[config.mk]
export PLATFORM = sky130hd
export DESIGN_NAME = multi_class_bounded_priority_queue
export DESIGN_NICKNAME = d
export VERILOG_FILES = /design/src/hdl/mcbpq_pkg.sv /design/src/hdl/mcbpq_front.sv /design/src/hdl/mcbpq_back.sv /design/src/hdl/multi_class_bounded_priority_queue.sv
export SDC_FILE = /design/constraint.sdc
export NUM_CORES = 2
export LEC_CHECK = 0
export ABC_AREA = 1
export BUFFER_PORTS_ARGS = -buffer_cell sky130_fd_sc_hd__buf_2
export CAP_MARGIN = 0
export CORE_MARGIN = 4
export CORE_UTILIZATION = 45
export DETAILED_ROUTE_END_ITERATION = 10
export GPL_ROUTABILITY_DRIVEN = 0
export HOLD_SLACK_MARGIN = 0.1
export SYNTH_ARGS = -nofsm -noshare
export SYNTH_HDL_FRONTEND = slang
export SYNTH_SLANG_ARGS = --single-unit
[constraint.sdc]
create_clock -name clock -period 5.1 [get_ports clock]
set_input_delay 0.255 -clock clock [delete_from_list [all_inputs] [get_ports clock]]
set_output_delay 0.255 -clock clock [all_outputs]
set_load 0.01 [all_outputs]
[src/hdl/mcbpq_pkg.sv]
// ----------------------------------------------------------------------------
// mcbpq_pkg
// Shared types and result codes for the multi-class bounded priority queue.
// ----------------------------------------------------------------------------
package mcbpq_pkg;

   localparam int CLASS_W = 5;
   localparam int REQ_ID_W = 16;
   localparam int CODE_W = 3;

   localparam logic FUNC_ADD = 1'b0;
   localparam logic FUNC_TAKE = 1'b1;

   localparam logic [CODE_W-1:0] CODE_ADDED = 3'd0;
   localparam logic [CODE_W-1:0] CODE_FULL = 3'd1;
   localparam logic [CODE_W-1:0] CODE_BAD_CLASS = 3'd2;
   localparam logic [CODE_W-1:0] CODE_SERVED = 3'd3;
   localparam logic [CODE_W-1:0] CODE_EMPTY = 3'd4;

   // classified command word handed from front to back
   typedef struct packed {
      logic                func;
      logic                bad_class;
      logic [CLASS_W-1:0]  class_index;
      logic [REQ_ID_W-1:0] entry_id;
      logic                urgent;
   } cmd_type;

endpackage

[src/hdl/mcbpq_front.sv]
// ----------------------------------------------------------------------------
// mcbpq_front
// Accepts request words, checks the class range and holds them in a
// two-entry command queue for the back end.
// ----------------------------------------------------------------------------
module mcbpq_front
   import mcbpq_pkg::*;
#(
   parameter int NUM_CLASSES = 20
) (
   input  logic                clock,
   input  logic                reset,
   input  logic                start,
   output logic                busy,
   input  logic                req_func,
   input  logic [CLASS_W-1:0]  req_class_index,
   input  logic [REQ_ID_W-1:0] req_entry_id,
   input  logic                req_urgent,
   input  logic                cmd_pop,
   output logic                cmd_valid,
   output cmd_type             cmd_word
);

   cmd_type    slot_ff [2];
   logic       wr_ptr_ff;
   logic       wr_ptr_in;
   logic       rd_ptr_ff;
   logic       rd_ptr_in;
   logic [1:0] count_ff;
   logic [1:0] count_in;
   logic       push;
   logic       do_pop;
   cmd_type    new_cmd;

   assign busy = (count_ff == 2'd2);
   assign push = start && !busy;
   assign cmd_valid = (count_ff != 2'd0);
   assign do_pop = cmd_pop && cmd_valid;
   assign cmd_word = slot_ff[rd_ptr_ff];

   always_comb begin
      new_cmd.func = req_func;
      new_cmd.bad_class = (req_class_index == '0) ||
                          ({1'b0, req_class_index} > (CLASS_W + 1)'(NUM_CLASSES));
      new_cmd.class_index = req_class_index;
      new_cmd.entry_id = req_entry_id;
      new_cmd.urgent = req_urgent;
   end

   always_comb begin
      wr_ptr_in = push ? ~wr_ptr_ff : wr_ptr_ff;
      rd_ptr_in = do_pop ? ~rd_ptr_ff : rd_ptr_ff;
      count_in = count_ff + 2'(push) - 2'(do_pop);
   end

   always_ff @(posedge clock) begin
      if (push) begin
         slot_ff[wr_ptr_ff] <= new_cmd;
      end
   end

   always_ff @(posedge clock) begin
      if (reset) begin
         wr_ptr_ff <= 1'b0;
         rd_ptr_ff <= 1'b0;
         count_ff <= 2'd0;
      end else begin
         wr_ptr_ff <= wr_ptr_in;
         rd_ptr_ff <= rd_ptr_in;
         count_ff <= count_in;
      end
   end

endmodule

[src/hdl/mcbpq_back.sv]
// ----------------------------------------------------------------------------
// mcbpq_back
// Executes queued commands against per-class ring buffers held in one
// entry memory, and drives the one-cycle result strobe.
// ----------------------------------------------------------------------------
module mcbpq_back
   import mcbpq_pkg::*;
#(
   parameter int NUM_CLASSES = 20,
   parameter int QUEUE_DEPTH = 5,
   parameter int ID_WIDTH = 16
) (
   input  logic                clock,
   input  logic                reset,
   input  logic                cmd_valid,
   input  cmd_type             cmd_word,
   output logic                cmd_pop,
   output logic                rsp_strobe,
   output logic [CODE_W-1:0]   rsp_result_code,
   output logic [REQ_ID_W-1:0] rsp_served_id
);

   localparam int CLS_W = (NUM_CLASSES > 1) ? $clog2(NUM_CLASSES) : 1;
   localparam int SLOT_W = (QUEUE_DEPTH > 1) ? $clog2(QUEUE_DEPTH) : 1;
   localparam int CNT_W = $clog2(QUEUE_DEPTH + 1);
   localparam int SUM_W = ((SLOT_W > CNT_W) ? SLOT_W : CNT_W) + 1;
   localparam int MEM_DEPTH = NUM_CLASSES * QUEUE_DEPTH;
   localparam int ADDR_W = (MEM_DEPTH > 1) ? $clog2(MEM_DEPTH) : 1;

   localparam logic [1:0] ST_IDLE = 2'd0;
   localparam logic [1:0] ST_LOOKUP = 2'd1;
   localparam logic [1:0] ST_EXEC = 2'd2;
   localparam logic [1:0] ST_READ = 2'd3;

   logic [ID_WIDTH-1:0] mem [MEM_DEPTH];
   logic [ID_WIDTH-1:0] rd_data_ff;

   logic [CNT_W-1:0]  cnt_ff [NUM_CLASSES];
   logic [SLOT_W-1:0] head_ff [NUM_CLASSES];

   logic [1:0]        state_ff;
   logic [1:0]        state_in;
   cmd_type           cmd_ff;
   logic [CLS_W-1:0]  q_ff;
   logic [CLS_W-1:0]  q_in;
   logic [ADDR_W-1:0] base_ff;
   logic [ADDR_W-1:0] base_in;
   logic [CNT_W-1:0]  n_ff;
   logic [SLOT_W-1:0] h_ff;

   logic                rsp_strobe_ff;
   logic                rsp_strobe_in;
   logic [CODE_W-1:0]   rsp_code_ff;
   logic [CODE_W-1:0]   rsp_code_in;
   logic [REQ_ID_W-1:0] rsp_id_ff;
   logic [REQ_ID_W-1:0] rsp_id_in;

   logic                mem_we;
   logic                mem_re;
   logic [SLOT_W-1:0]   slot;
   logic [ADDR_W-1:0]   mem_addr;
   logic                tbl_we;
   logic [CNT_W-1:0]    cnt_wdata;
   logic [SLOT_W-1:0]   head_wdata;
   logic [SUM_W-1:0]    tail_sum;
   logic [SUM_W-1:0]    head_inc;
   logic [SLOT_W-1:0]   tail_slot;
   logic [SLOT_W-1:0]   head_next;
   logic [SLOT_W-1:0]   head_prev;
   logic                is_full;
   logic                is_empty;

   assign cmd_pop = (state_ff == ST_IDLE) && cmd_valid;
   assign rsp_strobe = rsp_strobe_ff;
   assign rsp_result_code = rsp_code_ff;
   assign rsp_served_id = rsp_id_ff;

   // bad classes map to queue 0 so table reads stay in range
   always_comb begin
      if (cmd_word.bad_class) begin
         q_in = '0;
      end else begin
         q_in = CLS_W'(cmd_word.class_index - CLASS_W'(1));
      end
      base_in = ADDR_W'(q_in * QUEUE_DEPTH);
   end

   // ring buffer slot arithmetic
   always_comb begin
      tail_sum = SUM_W'(h_ff) + SUM_W'(n_ff);
      tail_slot = (tail_sum >= SUM_W'(QUEUE_DEPTH)) ?
                  SLOT_W'(tail_sum - SUM_W'(QUEUE_DEPTH)) : SLOT_W'(tail_sum);
      head_inc = SUM_W'(h_ff) + SUM_W'(1);
      head_next = (head_inc == SUM_W'(QUEUE_DEPTH)) ? '0 : SLOT_W'(head_inc);
      head_prev = (h_ff == '0) ? SLOT_W'(QUEUE_DEPTH - 1) : SLOT_W'(h_ff - SLOT_W'(1));
      is_full = (n_ff == CNT_W'(QUEUE_DEPTH));
      is_empty = (n_ff == '0);
   end

   always_comb begin
      state_in = state_ff;
      mem_we = 1'b0;
      mem_re = 1'b0;
      slot = h_ff;
      tbl_we = 1'b0;
      cnt_wdata = n_ff;
      head_wdata = h_ff;
      rsp_strobe_in = 1'b0;
      rsp_code_in = rsp_code_ff;
      rsp_id_in = rsp_id_ff;
      unique case (state_ff)
         ST_IDLE: begin
            if (cmd_valid) begin
               state_in = ST_LOOKUP;
            end
         end
         ST_LOOKUP: begin
            state_in = ST_EXEC;
         end
         ST_EXEC: begin
            state_in = ST_IDLE;
            rsp_id_in = '0;
            if (cmd_ff.bad_class) begin
               rsp_strobe_in = 1'b1;
               rsp_code_in = CODE_BAD_CLASS;
            end else if (cmd_ff.func == FUNC_ADD) begin
               rsp_strobe_in = 1'b1;
               if (is_full) begin
                  rsp_code_in = CODE_FULL;
               end else begin
                  rsp_code_in = CODE_ADDED;
                  mem_we = 1'b1;
                  tbl_we = 1'b1;
                  cnt_wdata = n_ff + CNT_W'(1);
                  if (cmd_ff.urgent) begin
                     slot = head_prev;
                     head_wdata = head_prev;
                  end else begin
                     slot = tail_slot;
                  end
               end
            end else if (is_empty) begin
               rsp_strobe_in = 1'b1;
               rsp_code_in = CODE_EMPTY;
            end else begin
               mem_re = 1'b1;
               tbl_we = 1'b1;
               cnt_wdata = n_ff - CNT_W'(1);
               head_wdata = head_next;
               state_in = ST_READ;
            end
         end
         ST_READ: begin
            state_in = ST_IDLE;
            rsp_strobe_in = 1'b1;
            rsp_code_in = CODE_SERVED;
            rsp_id_in = REQ_ID_W'(rd_data_ff);
         end
         default: begin
            state_in = ST_IDLE;
         end
      endcase
      mem_addr = base_ff + ADDR_W'(slot);
   end

   always_ff @(posedge clock) begin
      if (mem_we) begin
         mem[mem_addr] <= ID_WIDTH'(cmd_ff.entry_id);
      end
      if (mem_re) begin
         rd_data_ff <= mem[mem_addr];
      end
   end

   always_ff @(posedge clock) begin
      if (cmd_pop) begin
         cmd_ff <= cmd_word;
         q_ff <= q_in;
         base_ff <= base_in;
      end
      if (state_ff == ST_LOOKUP) begin
         n_ff <= cnt_ff[q_ff];
         h_ff <= head_ff[q_ff];
      end
      rsp_code_ff <= rsp_code_in;
      rsp_id_ff <= rsp_id_in;
   end

   always_ff @(posedge clock) begin
      if (reset) begin
         state_ff <= ST_IDLE;
         rsp_strobe_ff <= 1'b0;
         for (int i = 0; i < NUM_CLASSES; i++) begin
            cnt_ff[i] <= '0;
            head_ff[i] <= '0;
         end
      end else begin
         state_ff <= state_in;
         rsp_strobe_ff <= rsp_strobe_in;
         if (tbl_we) begin
            cnt_ff[q_ff] <= cnt_wdata;
            head_ff[q_ff] <= head_wdata;
         end
      end
   end

endmodule

[src/hdl/multi_class_bounded_priority_queue.sv]
// ----------------------------------------------------------------------------
// multi_class_bounded_priority_queue
// NUM_CLASSES bounded queues with regular tail append and urgent head insert.
// ----------------------------------------------------------------------------
// A request word is taken when start is high and busy is low. The front end
// buffers up to two classified words, so busy rises only when both are
// waiting. The back end handles one word at a time, stepping through table
// lookup, execute and result; a take that serves an entry adds a registered
// read of the entry memory, which supplies the id. Each queue is a ring
// buffer with a head pointer, so no entry ever moves. Every word gives one
// result, in order, on rsp_* for one cycle with rsp_strobe high; the
// receiver cannot stall it. Reset clears all queue counts at once.
module multi_class_bounded_priority_queue
   import mcbpq_pkg::*;
#(
   parameter int NUM_CLASSES = 20,
   parameter int QUEUE_DEPTH = 5,
   parameter int ID_WIDTH = 16
) (
   input  logic                clock,
   input  logic                reset,
   input  logic                start,
   output logic                busy,
   input  logic                req_func,
   input  logic [CLASS_W-1:0]  req_class_index,
   input  logic [REQ_ID_W-1:0] req_entry_id,
   input  logic                req_urgent,
   output logic                rsp_strobe,
   output logic [CODE_W-1:0]   rsp_result_code,
   output logic [REQ_ID_W-1:0] rsp_served_id
);

   logic    cmd_valid;
   logic    cmd_pop;
   cmd_type cmd_word;

   mcbpq_front #(
      .NUM_CLASSES(NUM_CLASSES)
   ) u_front (
      .clock(clock),
      .reset(reset),
      .start(start),
      .busy(busy),
      .req_func(req_func),
      .req_class_index(req_class_index),
      .req_entry_id(req_entry_id),
      .req_urgent(req_urgent),
      .cmd_pop(cmd_pop),
      .cmd_valid(cmd_valid),
      .cmd_word(cmd_word)
   );

   mcbpq_back #(
      .NUM_CLASSES(NUM_CLASSES),
      .QUEUE_DEPTH(QUEUE_DEPTH),
      .ID_WIDTH(ID_WIDTH)
   ) u_back (
      .clock(clock),
      .reset(reset),
      .cmd_valid(cmd_valid),
      .cmd_word(cmd_word),
      .cmd_pop(cmd_pop),
      .rsp_strobe(rsp_strobe),
      .rsp_result_code(rsp_result_code),
      .rsp_served_id(rsp_served_id)
   );

endmodule
==> results.md <==
Timing:
- The number of endpoints failing setup at the final stage is 0.
- The clock period could shrink to roughly 5000 ps.
- The number of hold violations in the final report is 0.
- The final worst clock skew is 29.8 ps.
- The pin slew with the least headroom to its limit is between 1000 and 1500 ps.
- Setup repair after global routing could not meet its margin everywhere.
- The fraction of the cycle the final worst path needs is a little over nine tenths.
- The final max-slew violation count is 0.
- The normalized max-slew margin is between 20 and 30%.
- Derived from the worst setup path, the maximum achievable clock frequency is a little over 0.2 GHz.

Clock tree:
- Clock-pin slew was measured on the worst setup and hold paths at 60 ps.
- In this run the number of H-tree levels came out at 4.
- TritonCTS built the clock tree.
- The clock tree root buffer cell is clkbuf_16.
- The later-pin clock latency in the skew report is between 800 and 900 ps.
- In this run, CTS created clock tree buffers numbering 192.
- The clock net in this run drives a total of between 1500 and 2000 sinks.
- The clock passes through at most 3 buffers.

Yosys:
- The library cell with the highest instance count after synthesis is nand2_1.
- The dominant synthesized flop cell is edfxtp_1.
- The commonest cells after synthesis are 4452 x nand2_1, 1910 x edfxtp_1, 471 x nor2_1, 197 x clkbuf_1, 161 x buf_2.
- The number of warnings issued by yosys is 0.
- The count of mapped cells out of synthesis is 7663.
- The netlist area before placement is ~80000 µm².
- In this run, synthesis produced a sequential element count of between 1500 and 2000.
- The count of flip-flops with a built-in enable after synthesis is approximately 1900.
- By area the synthesized netlist is led by edfxtp_1 71%, nand2_1 21%, nor2_1 2.2%.
- The sequential-to-total area share from yosys stat is a little over 70%.
- Synthesis produced a netlist with a net count of approximately 7700.
- Of all cell types, the one taking the most synthesized area is edfxtp_1.
- The area share of the largest cell type after synthesis is roughly 71%.
- The number of different library cells in the post-synthesis netlist is 35.
- The proportion of register bits with asynchronous set or reset after synthesis is 0%.
- Averaged over all synthesized cells, the footprint is between 10 and 15 µm².

Cells and area:
- Excluding fillers, the count of instances in the completed layout stands at between 10000 and 15000.
- Cells with a size suffix above 1 make up a little under a tenth of the layout.
- The fill cell total of the finished layout is around 15000.
- The relative area change from synthesis to final layout is 16.2%.
- The number of nets at the end of the flow is 7958.

Drt:
- In the final routed layout, each cell accounts on average for roughly 22 µm.
- For this run, design rule violations remaining after detail routing come to 0.
- After detailed routing, the number of vias per cell comes to around 5.3.
- The total via count after detailed routing is ~55000.
- The count of nets left with antenna violations once routing finished came out at 0.
- The wire length the detailed router placed on met1 is 96.7 mm.
- After the first detailed-routing iteration, the DRC count stood at just over 6000.
- The first-pass iteration count of the detailed router is 8.
- The routed wire length on met2 is between 100 and 150 mm.
- The total met3 wirelength after detailed routing is approximately 17 mm.
- Wires add up to approximately 230 mm.
- Signal routing reaches up to met4.

Floorplanning:
- The initial utilization of the core area, before any placement, comes to around 45%.
- The die width is around 430 µm.
- The die covers around 190000 µm².
- The core region is roughly 180000 µm².
- The total I/O pin count is 47.
- The floorplan has between 150 and 200 rows.
- The die span in y is around 430 µm.

Placed design:
- The number of cells after detailed placement is 9991.
- Detailed placement ended at an HPWL of between 100 and 150 mm.
- Input and output buffers added on the ports amount to 46.

Worst setup path:
- The category of the worst setup path capture point is a register.
- For the worst setup path, the data required time is between 5000 and 6000 ps.
- The maximum fanout along the worst path is 33.
- The category of the worst setup path launch point is a register.
- The data arrival time of the worst path is between 5000 and 6000 ps.
- The kind of critical path is reg2reg.

Job:
- The tool flagged a number of max-cap violations equal to 0.

GRT:
- The overall fraction of global-route tracks in use is 23.8%.
- The number of global-route vias before repair is roughly 52000.
- The total overflow left after global routing is 0.
- The first global-routing pass estimated about 330 mm of wire.
- Entering global routing, the biggest net connects approximately 100 pins.
- The initial antenna violation count is 5.

Min path:
- The worst hold path belongs to the class in2reg.

Outcome:
- The flow ran to the end, and the final reports show no timing, DRC or antenna violations.
[stage by stage]
stage               worst slack [ps]  util [%]  TNS (ps)  hold slack (ps)  area (µm²)
CTS                             5.83      52.5         0              101       93000
finish                           129      52.8         0              160       93500
global placement                -208      48.7     -1100              437       86200
detailed placement              -205      48.7     -1120              449       86200
global route                   -69.8      52.8      -470              153       93500
floorplan                       64.3         -         0              324       80500
[worst paths after layout]
check / cells after the start / to / slack (ps) / start
hold / removal: 2 / u_front.slot_ff[0][1] / 160 / req_entry_id[0]
hold reg to reg: 1 / u_front.count_ff[1] / 480 / u_front.count_ff[1]
setup reg to reg: 26 / u_back.rd_data_ff[6] / 130 / u_back.h_ff[0]
setup / recovery: 26 / u_back.rd_data_ff[6] / 130 / u_back.h_ff[0]
[cell type report]
type	count	area, µm²	area share [%]
Antenna cell	1	2.50	0.00268
Clock buffer	249	5190	5.55
Clock inverter	100	1080	1.16
Inverter	94	392	0.419
Multi-Input combinational cell	5273	21200	22.7
Sequential cell	1918	57500	61.5
Tap cell	2340	2930	3.13
Timing Repair Buffer	424	5170	5.53
Timing Repair inverter	1	11.3	0.0120
[placed cells by master (no fill, tap or decap), drive strengths merged, types with 21 or more instances in the layout]
cell,instances
clkinv,74
ha,25
clkbuf,256
o21ai,44
a22oi,98
inv,97
buf,383
nand3,24
nor2,478
bufinv,21
nand2,4452
dlygate4sd3,32
edfxtp,1910
a21oi,72
[state kept, by name, summed over array words and instances, names as in the netlist, 2 cells and up, named ones only]
signal                  count
u_back.mem               1600
u_back.cnt_ff              96
u_back.head_ff             96
u_front.slot_ff            48
u_back.cmd_ff              19
u_back.rd_data_ff          16
u_back.rsp_served_id       16
u_back.base_ff              7
u_back.h_ff                 3
u_back.n_ff                 3
u_back.q_ff                 3
u_back.rsp_result_code      3
u_back.state_ff             2
u_front.count_ff            2
[repair_timing]
action	4_1_cts	5_1_grt
endpoints found under the setup margin	12	1000
setup buffers	0	15
pin swaps	0	8
hold buffers	32	0
endpoints found under the hold margin	78	0
gates resized for setup	20	55
cloned	3	9
[cell families (layout without fill, tap and decap cells)]
logic type,after synthesis,after routing,share of synthesized area [%]
xor gates and xnor gates,12,12,0.149
and+or+nand+nor,4984,4984,23.4
AOI/OAI and AO/OA,227,227,1.76
DFF,1918,1918,71.5
adders and majority gates,28,28,0.463
muxes,22,22,0.302
buffers and inverters,472,868,2.45
other,0,1,0
[metal layers]
metal | vias up | track usage [%]
met5 | - | 0
met4 | 0 | 7.79
met3 | 352 | 3.05
met2 | 2169 | 38.0
met1 | 26711 | 34.1
li1 | 25616 | -
[worst max-delay path: stages (launching register included)]
cell and delay (ps):
edfxtp_1 390, ha_2 210, fa_1 510, inv_1 70, ha_1 220, inv_2 70
nor2_1 40, o21ai_1 110, buf_4 150, nand2_1 50, nand3_1 80, o221ai_2 110
ha_4 180, fa_4 890, buf_4 170, buf_12 180, buf_16 240, nand2_1 100
nand2_1 70, nand2_1 50, nand2_1 100, nand2_1 110, nand2_1 210, nor2_1 90
nor2_2 230, nor2_4 90, nand2_1 60
Power is left out: the tool's default activity adds up to more than one toggle a clock period on the data nets, which glitch-free logic cannot reach.
